==> src/design/frit_pkg.sv <==
// Shared types and constants for the focus/rest interval timer.
// No dependencies; imported by frit_step, focus_rest_interval_timer, frit_checker and tb.
package frit_pkg;

	// field widths
	localparam int unsigned MinW     = 10;
	localparam int unsigned StepW    = 8;
	localparam int unsigned MsW      = 32;
	localparam int unsigned ActW     = 3;
	localparam int unsigned TargetW  = 26;
	localparam int unsigned InDataW  = 40;
	localparam int unsigned OutDataW = 56;
	localparam int unsigned CfgAddrW = 2;

	localparam logic [MinW-1:0]  MaxMinutes  = 10'd1023;
	localparam logic [15:0]      MsPerMinute = 16'd60000;

	// configuration register indexes
	localparam logic [CfgAddrW-1:0] CFG_FOCUS_INIT = 2'd0;
	localparam logic [CfgAddrW-1:0] CFG_REST_INIT  = 2'd1;
	localparam logic [CfgAddrW-1:0] CFG_STEP       = 2'd2;

	// configuration reset values
	localparam logic [MinW-1:0]  FocusInitReset = 10'd25;
	localparam logic [MinW-1:0]  RestInitReset  = 10'd5;
	localparam logic [StepW-1:0] StepReset      = 8'd5;

	// action codes
	localparam logic [ActW-1:0] ACT_SYNC = 3'd0;
	localparam logic [ActW-1:0] ACT_INC  = 3'd1;
	localparam logic [ActW-1:0] ACT_DEC  = 3'd2;
	localparam logic [ActW-1:0] ACT_SEL  = 3'd3;
	localparam logic [ActW-1:0] ACT_RST  = 3'd4;
	localparam logic [ActW-1:0] ACT_INIT = 3'd5;

	typedef enum logic [1:0] {
		MODE_FOCUS_SEL = 2'd0,
		MODE_REST_SEL  = 2'd1,
		MODE_FOCUSING  = 2'd2,
		MODE_RESTING   = 2'd3
	} mode_t;

	typedef struct packed {
		mode_t             mode;
		logic              paused;
		logic [MsW-1:0]    elapsed_ms;
		logic [MinW-1:0]   focus_minutes;
		logic [MinW-1:0]   rest_minutes;
		logic [MsW-1:0]    last_time_ms;
	} timer_state_t;

	typedef struct packed {
		logic [MinW-1:0]  focus_init;
		logic [MinW-1:0]  rest_init;
		logic [StepW-1:0] step;
	} timer_cfg_t;

endpackage

==> src/design/focus_rest_interval_timer.sv <==
// Top level of the focus/rest interval timer: stream ports, config, state.
// Depends on frit_pkg and frit_step.
//
// port group  | dir | contents
// s_*         | in  | action words: action, now_ms
// m_*         | out | status words: mode, pause, elapsed, durations, switch flag
// cfg_*       | in  | register writes: focus init, rest init, step
//
// One word per cycle while the output is not stalled. A word sits in the input
// register and then, in a single pass through the step logic, updates the
// timer state and lands in the output register.
// The output register stalls on m_tready; the input register keeps taking
// words while it can move on. arst_n resets state and config and clears valid flags.
module focus_rest_interval_timer (
	input  logic                              clk,
	input  logic                              arst_n,
	input  logic                              s_tvalid,
	output logic                              s_tready,
	// [2:0] action, [34:3] now_ms, [39:35] zero
	input  logic [frit_pkg::InDataW-1:0]      s_tdata,
	output logic                              m_tvalid,
	input  logic                              m_tready,
	// [1:0] mode_now, [2] is_paused, [34:3] elapsed_now_ms,
	// [44:35] focus_now_minutes, [54:45] rest_now_minutes, [55] phase_switched
	output logic [frit_pkg::OutDataW-1:0]     m_tdata,
	input  logic                              cfg_we,
	input  logic [frit_pkg::CfgAddrW-1:0]     cfg_addr,
	input  logic [frit_pkg::MinW-1:0]         cfg_wdata
);
	import frit_pkg::*;

	timer_cfg_t          cfg_q;
	timer_state_t        state_q;
	timer_state_t        state_nxt;
	logic                switched;
	logic                valid_s1;
	logic [ActW-1:0]     action_s1;
	logic [MsW-1:0]      now_s1;
	logic                out_valid_q;
	logic [OutDataW-1:0] out_data_q;
	logic                advance;

	// stage moves when its word has room in the output register
	assign advance  = valid_s1 && (!out_valid_q || m_tready);
	assign s_tready = !valid_s1 || advance;
	assign m_tvalid = out_valid_q;
	assign m_tdata  = out_data_q;

	// configuration registers
	always_ff @(posedge clk or negedge arst_n) begin
		if (!arst_n) begin
			cfg_q.focus_init <= FocusInitReset;
			cfg_q.rest_init  <= RestInitReset;
			cfg_q.step       <= StepReset;
		end else if (cfg_we) begin
			unique case (cfg_addr)
				CFG_FOCUS_INIT: cfg_q.focus_init <= cfg_wdata;
				CFG_REST_INIT:  cfg_q.rest_init  <= cfg_wdata;
				CFG_STEP:       cfg_q.step       <= cfg_wdata[StepW-1:0];
				default:        cfg_q            <= cfg_q;
			endcase
		end
	end

	// input register
	always_ff @(posedge clk or negedge arst_n) begin
		if (!arst_n) begin
			valid_s1 <= 1'b0;
		end else if (s_tready) begin
			valid_s1 <= s_tvalid;
		end
	end

	always_ff @(posedge clk) begin
		if (s_tready && s_tvalid) begin
			action_s1 <= s_tdata[ActW-1:0];
			now_s1    <= s_tdata[ActW+MsW-1:ActW];
		end
	end

	frit_step u_step (
		.cur      (state_q),
		.cfg      (cfg_q),
		.action   (action_s1),
		.now_ms   (now_s1),
		.nxt      (state_nxt),
		.switched (switched)
	);

	// timer state
	always_ff @(posedge clk or negedge arst_n) begin
		if (!arst_n) begin
			state_q.mode          <= MODE_FOCUS_SEL;
			state_q.paused        <= 1'b1;
			state_q.elapsed_ms    <= '0;
			state_q.focus_minutes <= FocusInitReset;
			state_q.rest_minutes  <= RestInitReset;
			state_q.last_time_ms  <= '0;
		end else if (advance) begin
			state_q <= state_nxt;
		end
	end

	// output register
	always_ff @(posedge clk or negedge arst_n) begin
		if (!arst_n) begin
			out_valid_q <= 1'b0;
		end else if (advance) begin
			out_valid_q <= 1'b1;
		end else if (m_tready) begin
			out_valid_q <= 1'b0;
		end
	end

	always_ff @(posedge clk) begin
		if (advance) begin
			out_data_q <= {switched, state_nxt.rest_minutes, state_nxt.focus_minutes,
			               state_nxt.elapsed_ms, state_nxt.paused, state_nxt.mode};
		end
	end

	// a phase switch always reports a cleared elapsed count
	assert property (@(posedge clk) disable iff (!arst_n)
		(m_tvalid && m_tdata[55]) |-> (m_tdata[34:3] == '0))
		else $error("phase switch with nonzero elapsed time");

	// a phase switch leaves the timer in a running mode
	assert property (@(posedge clk) disable iff (!arst_n)
		(m_tvalid && m_tdata[55]) |-> m_tdata[1])
		else $error("phase switch reported outside running modes");

	// select modes are always paused
	assert property (@(posedge clk) disable iff (!arst_n)
		((state_q.mode == MODE_FOCUS_SEL) || (state_q.mode == MODE_REST_SEL))
		|-> state_q.paused)
		else $error("select mode without pause");

	// a word leaving the input stage shows up at the output next cycle
	assert property (@(posedge clk) disable iff (!arst_n)
		advance |=> m_tvalid)
		else $error("word lost between stages");

endmodule

==> src/design/frit_step.sv <==
// Next-state logic of the interval timer for one action word.
// Depends on frit_pkg; purely combinational, instantiated by the top level.
module frit_step (
	input  frit_pkg::timer_state_t  cur,
	input  frit_pkg::timer_cfg_t    cfg,
	input  logic [frit_pkg::ActW-1:0] action,
	input  logic [frit_pkg::MsW-1:0]  now_ms,
	output frit_pkg::timer_state_t  nxt,
	output logic                    switched
);
	import frit_pkg::*;

	logic                running;
	logic [MinW-1:0]     phase_min;
	logic [TargetW-1:0]  target_ms;
	logic [MsW-1:0]      diff_ms;
	logic [MsW:0]        sum_wide;
	logic [MsW-1:0]      sum_ms;
	logic [MinW-1:0]     sel_min;
	logic [MinW:0]       inc_wide;
	logic [MinW-1:0]     inc_min;
	logic [MinW-1:0]     dec_min;
	logic [MinW-1:0]     adj_min;

	assign running = (cur.mode == MODE_FOCUSING) || (cur.mode == MODE_RESTING);

	// phase length in ms, 10 x 16 bit product
	assign phase_min = (cur.mode == MODE_FOCUSING) ? cur.focus_minutes : cur.rest_minutes;
	assign target_ms = {{(TargetW-MinW){1'b0}}, phase_min} *
	                   {{(TargetW-16){1'b0}}, MsPerMinute};

	// wrapped time delta, saturating accumulate
	assign diff_ms  = now_ms - cur.last_time_ms;
	assign sum_wide = {1'b0, cur.elapsed_ms} + {1'b0, diff_ms};
	assign sum_ms   = sum_wide[MsW] ? {MsW{1'b1}} : sum_wide[MsW-1:0];

	// saturating minute adjust of the selected duration
	assign sel_min  = (cur.mode == MODE_FOCUS_SEL) ? cur.focus_minutes : cur.rest_minutes;
	assign inc_wide = {1'b0, sel_min} + {3'b000, cfg.step};
	assign inc_min  = inc_wide[MinW] ? MaxMinutes : inc_wide[MinW-1:0];
	assign dec_min  = ({2'b00, cfg.step} > sel_min) ? '0 : sel_min - {2'b00, cfg.step};
	assign adj_min  = (action == ACT_INC) ? inc_min : dec_min;

	always_comb begin
		nxt      = cur;
		switched = 1'b0;
		unique case (action)
			ACT_SYNC: begin
				if (running && !cur.paused) begin
					nxt.last_time_ms = now_ms;
					if (sum_ms >= {{(MsW-TargetW){1'b0}}, target_ms}) begin
						nxt.mode       = (cur.mode == MODE_FOCUSING) ? MODE_RESTING
						                                             : MODE_FOCUSING;
						nxt.elapsed_ms = '0;
						switched       = 1'b1;
					end else begin
						nxt.elapsed_ms = sum_ms;
					end
				end
			end
			ACT_INC, ACT_DEC: begin
				if (cur.mode == MODE_FOCUS_SEL) begin
					nxt.focus_minutes = adj_min;
				end else if (cur.mode == MODE_REST_SEL) begin
					nxt.rest_minutes = adj_min;
				end
			end
			ACT_SEL: begin
				unique case (cur.mode)
					MODE_FOCUS_SEL: begin
						nxt.mode = MODE_REST_SEL;
					end
					MODE_REST_SEL: begin
						nxt.mode         = MODE_FOCUSING;
						nxt.paused       = 1'b0;
						nxt.last_time_ms = now_ms;
						nxt.elapsed_ms   = '0;
					end
					MODE_FOCUSING, MODE_RESTING: begin
						nxt.paused       = ~cur.paused;
						nxt.last_time_ms = now_ms;
					end
				endcase
			end
			ACT_RST, ACT_INIT: begin
				nxt.mode         = MODE_FOCUS_SEL;
				nxt.paused       = 1'b1;
				nxt.elapsed_ms   = '0;
				nxt.last_time_ms = now_ms;
				if (action == ACT_INIT) begin
					nxt.focus_minutes = cfg.focus_init;
					nxt.rest_minutes  = cfg.rest_init;
				end
			end
			default: begin
				// unused action codes leave the state alone
				nxt = cur;
			end
		endcase
	end

endmodule

==> config.mk <==
export PLATFORM = sky130hd
export DESIGN_NAME = focus_rest_interval_timer
export DESIGN_NICKNAME = d
export VERILOG_FILES = /design/src/design/frit_pkg.sv /design/src/design/focus_rest_interval_timer.sv /design/src/design/frit_step.sv
export SDC_FILE = /design/constraint.sdc
export NUM_CORES = 1
export LEC_CHECK = 0
export ABC_AREA = 1
export BUFFER_PORTS_ARGS = -buffer_cell sky130_fd_sc_hd__buf_2
export CORE_UTILIZATION = 62
export DETAILED_ROUTE_END_ITERATION = 10
export MAX_ROUTING_LAYER = met4
export PLACE_DENSITY = 0.91
export SLEW_MARGIN = 25
export SYNTH_ARGS = -nofsm -noshare
export SYNTH_HDL_FRONTEND = slang
export SYNTH_HIERARCHICAL = 1
export SYNTH_SLANG_ARGS = --single-unit
==> constraint.sdc <==
create_clock -name clk -period 12.3 [get_ports clk]
set_clock_uncertainty 0.1 [all_clocks]
set_input_delay 1.23 -clock clk [delete_from_list [all_inputs] [get_ports clk]]
set_output_delay 1.23 -clock clk [all_outputs]
set_load 0.01 [all_outputs]
==> impl_metrics.ini, run 1 <==
[drt]
drt-pass1-iter-count = 6
drt.antenna.violating_nets = 0
routedWlPerCell_um = 16.7
drc = 0
drtIter0Drc = 1554
wl_um = 45900
viasPerCell = 5.72
vias = 15800

[worst_setup_path]
end_kind = flop
crit_arrival_ns = 8.89
cp_num_buf_inv = 6
crit_top_cell = nand2_1
path_class = flop to flop
critPathTopFamily = adder cells
cpMaxStageDelayCell = ha_1
timing.critical_path.slowest_cell_delay_ns = 0.58
critPathLaunchType = flop
worst-path-max-fanout = 27
required_ns = 12.68

[timing]
max_freq_mhz = 117
worstMarginPinSlew_ns = 0.974
rsz0062_at_grt = false
finalCriticalPeriod_ns = 8.52
worst_slack_ns = 3.78
slew_violations = 0
finalCritPeriodShare_pct = 69.2
finalSetupViolations = 0
timing.hold.ws_ns = 0.361
hold_violations = 0
max_slew_margin_pct = 34.4
finalSetupTns_ns = 0

[run]
drv_cap = 0

[global_routing]
grt_usage_pct = 33.6
gr-total-overflow = 0
grt_pass1_wl_um = 74300
grt_start_max_net_pins = 77
grt_pass1_vias = 14700
antenna_found_initial = 0

[run_status]
status = finished clean

[cts]
cts_hold_buf = 0
cts_buffers = 24
cts_tree = yes
post_cts_buffers = 0
cts_sinks = 208
clk_latency_ns = 0.56
ctsHtreeMaxLevel = 1
root_buffer = clkbuf_16
clk_pin_slew_ns = 0.06
cts_resized = 0
cts.path.max_buffers = 3

[logic_synthesis]
synth_top_area_cell = edfxtp_1
synth_common_cells = nand2_1, inv_1, ha_1
yosysWarnings = 6
synth_ff_type = dfrtp_1
synth_area_leaders = edfxtp_1, dfrtp_1, nand2_1
syn_avg_cell_area_um2 = 7.51
synth_top_area_share_pct = 15.9
synth_most_common_cell = nand2_1
postSynth.asyncResetShare_pct = 56.3
ys_types = 56
ys_ff_latch = 208
synth_area_mm2 = 0.0172
synthesis.nets = 2551
synth_edf_count = 91
syn_inst = 2292
synth-seq-area-share_pct = 33.0

[floorplanning]
dieArea_mm2 = 0.0284
dieWidth_um = 169
fp.dieH_um = 169
core_mm2 = 0.0271
start_util_pct = 63.5
rows = 60
ioPinCount = 115

[final_layout]
drive_gt1_share_pct = 10.6
fillers = 2238
seqCellArea_mm2 = 0.00568
area_growth_syn_to_layout_pct = 8.93
multiInputGateArea_mm2 = 0.00993
fin_util_pct = 69.2
nNetsFinal = 2624

[hold_path]
hold_path_class = flop to flop

[place]
gp_congestion = 1.01
port_buffers = 109
dp_hpwl_um = 34500
dp_slack_ns = 3.90
worst register-to-register path, delay by kind of cell, from the launching register on:
kind	cells	cell delay (ns)
AOI/OAI and AO/OA	9	2.07
adders and majority gates	7	3.30
buffers and inverters	6	0.59
DFF	1	0.43
and+or+nand+nor	17	1.97
cell families after synthesis:
kind of cell	share of synthesized area, %
AND/OR/NAND/NOR	24.7
AO/OA/AOI/OAI	13.5
buffers and inverters	9.35
flip-flops	33.0
adder cells (fa/ha/maj)	16.0
XOR/XNOR	3.51
worst paths after layout:
path	start	end	slack [ns]	cells past startpoint
worst max-delay path	state_q[85]	state_q[60]	3.78	39
worst min-delay path	state_q[34]	state_q[34]	0.36	2
worst max register to register	state_q[85]	state_q[60]	3.78	39
worst min register to register	state_q[34]	state_q[34]	0.36	2
max in group asynchronous	arst_n	state_q[47]	10.40	2
min in group asynchronous	arst_n	state_q[24]	0.58	1
area by class of cell:
cell class              count  area share (%)
repair buffers            119            3.34
well taps                 372            2.48
clock inverters            13           0.895
multi-input cells        1683            53.0
clock buffers              30            3.38
diodes                      1          0.0134
flip-flops and latches    208            30.3
inverters                 329            6.59
registers in the layout, indices dropped and copies added, names as in the netlist:
register   count
action_s1      3
cfg_q         28
m_tdata       56
m_tvalid       1
now_s1        32
state_q       87
valid_s1       1
layout by cell type, fill, tap and decap left out, types with 4 or more instances in the layout:
master | Yosys | routed
a21boi_0 | 9 | 9
a21o_1 | 5 | 5
a21oi_1 | 132 | 132
a31oi_1 | 6 | 6
buf_2 | 27 | 108
buf_4 | 5 | 10
clkbuf_1 | 32 | 5
clkbuf_16 | 0 | 24
clkinv_1 | 2 | 5
clkinv_2 | 0 | 4
dfrtp_1 | 104 | 103
dfstp_2 | 13 | 13
edfxtp_1 | 91 | 91
fa_1 | 29 | 29
ha_1 | 173 | 173
inv_1 | 320 | 318
inv_2 | 7 | 9
nand2_1 | 634 | 634
nand2_2 | 13 | 13
nand3_1 | 170 | 169
nand3b_1 | 7 | 7
nand4_1 | 24 | 24
nor2_1 | 119 | 119
nor2_2 | 10 | 10
nor3_1 | 6 | 6
o2111ai_1 | 4 | 4
o211ai_1 | 19 | 19
o21ai_0 | 170 | 170
o21ai_1 | 6 | 6
o21ai_2 | 27 | 27
o21bai_1 | 7 | 7
or2_2 | 8 | 8
xnor2_1 | 20 | 20
xor2_1 | 49 | 49
per-stage QoR:
stage | area (um2) | cells
global placement | 17900 | 2711
finish | 18700 | 2755
CTS | 18700 | 2754
global route | 18700 | 2754
floorplan | 17200 | 2292
detailed placement | 17900 | 2711
per-layer routing:
layer	track usage, %	wire length (um)	vias up
li1	-	-	7673
met1	44.8	19800	7339
met2	52.7	20800	660
met3	4.65	3700	93
met4	11.8	1670	0
met5	-	0	-
Power of run 1 is left out: the tool's default activity adds up to more than one toggle a clock period on the data nets, which glitch-free logic cannot reach.
==> inputs of run 2 (changes only) <==
Settings changed: CORE_UTILIZATION 62 to 57, PLACE_DENSITY 0.91 to 0.89.
Clock period 12.3 ns to 7.8 ns, I/O delays scaled along.
==> impl_metrics.ini, run 2 (synthesis gave the netlist of run 1 again) <==
[worst_setup_path]
worst-path-max-fanout = 15
required_ns = 8.18
ff2ff_setup_slack_ns = 0.49
cpMaxStageDelayCell = fa_1
timing.critical_path.slowest_cell_delay_ns = 0.55
crit_arrival_ns = 7.69
end_kind = flop
reg2reg_from = state_q[85]
reg2reg_depth = 41
crit_top_cell = nand2_1
path_class = flop to flop
critPathLaunchType = flop
rr_endpoint = state_q[67]

[global_routing]
grt_pass1_vias = 14800
grt_start_max_net_pins = 90
grt_pass1_wl_um = 74300
antenna_found_initial = 0
grt_usage_pct = 31.0
gr-total-overflow = 0

[final_layout]
final_cell_mix = nand2_1, inv_1, ha_1
largest_register_ffs = 87
area_growth_syn_to_layout_pct = 10.8
layout_commonest_cell = nand2_1
final_area_mm2 = 0.0191
nNetsFinal = 2643
diodes = 0
regMostFlops = state_q
drive_gt1_share_pct = 11.8

[drt]
vias = 15900
routedWlPerCell_um = 16.7
drt-pass1-iter-count = 6
dr_wl_met3_um = 3770
top_layer = met4
drtIter0Drc = 1534
wl_um = 46500
drc = 0
viasPerCell = 5.68
drt.antenna.violating_nets = 0
m1WireLength_um = 20400
met2_length_um = 20600

[cts]
cts_hold_buf = 0
clk_pin_slew_ns = 0.06
cts_sinks = 208
root_buffer = clkbuf_16
cts_buffers = 25
clk_latency_ns = 0.56
cts_tree = yes
ctsHtreeMaxLevel = 1
cts.path.max_buffers = 3

[run_status]
status = finished clean

[timing]
worstMarginPinSlew_ns = 1.09
max_freq_mhz = 137
max_slew_margin_pct = 27.1
finalCritPeriodShare_pct = 93.7
hold_violations = 0
finalSetupViolations = 0
finalCriticalPeriod_ns = 7.31
slew_violations = 0

[floorplanning]
rows = 63
dieArea_mm2 = 0.0309
dieWidth_um = 176
fp.dieH_um = 176
core_mm2 = 0.0296
ioPinCount = 115
start_util_pct = 58.0

[hold_path]
hold_path_class = primary input to async pin

[place]
dp_hpwl_um = 34800
gp_congestion = 0.960
port_buffers = 109
place_area_mm2 = 0.0181

[run]
drv_cap = 0
-- run 2: cell types whose count changed in the layout (fill, tap and decap cells not counted), moves of 3 or more --
cell,delta
o21ai_1,+3
o21ai_0,-4
buf_4,+15
clkinvlp_4,+3
-- run 2: worst max-delay path, delay by kind of cell (launching register included) --
family / cells / cell delay (ns)
adder cells (fa/ha/maj): 7 / 2.93
AND/OR/NAND/NOR: 17 / 1.61
AO/OA/AOI/OAI: 9 / 1.36
buffers and inverters: 8 / 0.82
flip-flops: 1 / 0.41
-- run 2: final cells by class --
cell class,instances,area [um2]
Sequential cell,208,5680
Tap cell,390,488
Fill cell,2568,10600
Clock inverter,14,199
Clock buffer,32,693
Inverter,329,1230
Multi-Input combinational cell,1683,9970
Timing Repair Buffer,137,802
-- run 2: worst max-delay path by stage --
stage | start | slack (ns) | depth (start not counted) | endpoint
after floorplan | state_q[85] | 0.74 | 41 | m_tdata[0]
after global placement | state_q[85] | 0.15 | 40 | state_q[77]
after detailed placement | state_q[85] | -0.08 | 40 | state_q[67]
after CTS | state_q[85] | 0.04 | 42 | state_q[70]
after global routing | state_q[85] | -0.02 | 42 | state_q[76]
final | state_q[85] | 0.49 | 41 | state_q[67]
-- run 2: per-layer routing --
metal | track usage [%] | up-vias
met2 | 47.3 | 679
li1 | - | 7702
met1 | 42.0 | 7379
met5 | - | -
met3 | 4.37 | 110
met4 | 11.5 | 0
-- run 2: metrics by stage --
step	hold slack [ns]	setup TNS [ns]	setup WS (ns)	cells	utilization, %
floorplan	0.337	0	0.741	2292	-
global placement	0.350	0	0.147	2744	61.0
detailed placement	0.357	-0.699	-0.0797	2744	61.0
CTS	0.149	0	0.0386	2790	64.0
global route	0.182	-0.0349	-0.0194	2793	64.3
finish	0.135	0	0.489	2793	64.3
-- run 2: timing repair --
item / 4_1_cts / 5_1_grt
pin swaps: 0 / 2
setup endpoints to repair: 13 / 57
hold endpoints to repair: 0 / 0
gates resized for setup: 2 / 15
setup buffers: 0 / 2
Power of run 2 is left out for the same reason.
==> inputs of run 3 (changes only) <==
Settings changed: REMOVE_ABC_BUFFERS set to 1.
==> impl_metrics.ini, run 3 (synthesis gave the netlist of run 1 again) <==
[worst_setup_path]
startpoint = state_q[85]
timing.critical_path.slowest_cell_delay_ns = 0.55
crit_top_cell = nand2_1
crit_arrival_ns = 7.65
path_class = flop to flop
cpMaxStageDelayCell = fa_1
critPathLaunchType = flop
end_kind = flop
reg2reg_depth = 38
required_ns = 8.12
reg2reg_from = state_q[85]
worst-path-max-fanout = 11

[cts]
cts_buffers = 24
clk_latency_ns = 0.56
root_buffer = clkbuf_16
clk_pin_slew_ns = 0.06
cts_tree = yes
cts_sinks = 208
cts.path.max_buffers = 3
cts_hold_buf = 0
post_cts_buffers = 0
ctsHtreeMaxLevel = 1

[drt]
viasPerCell = 5.75
routedWlPerCell_um = 16.9
drtIter0Drc = 1585
drt-pass1-iter-count = 6
drt.antenna.violating_nets = 0
vias = 16100
drc = 0
wl_um = 47100

[global_routing]
grt_start_max_net_pins = 90
grt_pass1_wl_um = 75900
antenna_found_initial = 1
grt_pass1_vias = 15100
grt_usage_pct = 31.6
gr-total-overflow = 0

[place]
dp_hpwl_um = 34900
gp_congestion = 0.990
placedCellCount = 2749
place_area_mm2 = 0.0181
port_buffers = 109

[final_layout]
fillers = 2559
drive_gt1_share_pct = 11.8
final_area_mm2 = 0.0189
nNetsFinal = 2644
largest_register_ffs = 87
area_growth_syn_to_layout_pct = 10.1
regMostFlops = state_q
final_cells = 2794
final_cell_mix = nand2_1, inv_1, ha_1
layout_commonest_cell = nand2_1

[floorplanning]
rows = 63
start_util_pct = 58.0
core_mm2 = 0.0296
ioPinCount = 115
dieArea_mm2 = 0.0309
dieWidth_um = 176
fp.dieH_um = 176

[timing]
timing.hold.ws_ns = 0.113
finalCriticalPeriod_ns = 7.33
finalCritPeriodShare_pct = 94.0
slew_violations = 0
worstMarginPinSlew_ns = 1.05
max_slew_margin_pct = 30.0
finalSetupViolations = 0
max_freq_mhz = 136
hold_violations = 0
finalSetupTns_ns = 0

[run]
drv_cap = 0

[hold_path]
hold_path_class = primary input to async pin

[run_status]
status = finished clean
-- run 3: per-layer routing --
layer  vias to the layer above  part of all wire [%]  global-route usage (%)
met4                         0                   3.3                    10.8
met5                         -                     0                       -
met3                       114                   8.3                    4.37
li1                       7709                     -                       -
met2                       736                    45                    48.6
met1                      7519                    44                    42.8
-- run 3: final timing paths --
check / end / slack [ns]
setup / recovery: state_q[55] / 0.47
hold / removal: state_q[19] / 0.11
setup reg to reg: state_q[55] / 0.47
hold reg to reg: cfg_q[8] / 0.36
max in group asynchronous: state_q[85] / 6.30
min in group clk: now_s1[4] / 0.29
-- run 3: stage by stage --
| step | setup slack (ns) | util, % |
|---|---|---|
| after floorplan | 0.514 | - |
| after global routing | -0.0113 | 63.9 |
| after global placement | 0.213 | 61.1 |
| final | 0.465 | 63.9 |
| after CTS | 0.0656 | 63.7 |
| after detailed placement | -0.0490 | 61.1 |
-- run 3: what timing repair did --
action | in CTS | in global routing
resized for setup | 2 | 17
pin swaps | 0 | 2
setup endpoints to repair | 29 | 57
cloned | 0 | 0
-- run 3: worst max-delay path: cells and delay by family, from the launching register on --
kind	cells	cell delay, ns
and+or+nand+nor	15	1.58
AOI/OAI and AO/OA	7	1.33
DFF	1	0.41
xor gates and xnor gates	1	0.12
buffers and inverters	8	0.79
adders and majority gates	7	2.91
-- run 3: layout make-up --
class,instances,area [um2],share of cell area [%]
multi-input cells,1683,9990,52.7
flip-flops and latches,208,5680,30.0
inverters,329,1230,6.52
repair buffers,139,790,4.17
clock buffers,32,661,3.49
well taps,390,488,2.58
clock inverters,12,103,0.541
diodes,1,2.50,0.0132
Power of run 3 is left out for the same reason.
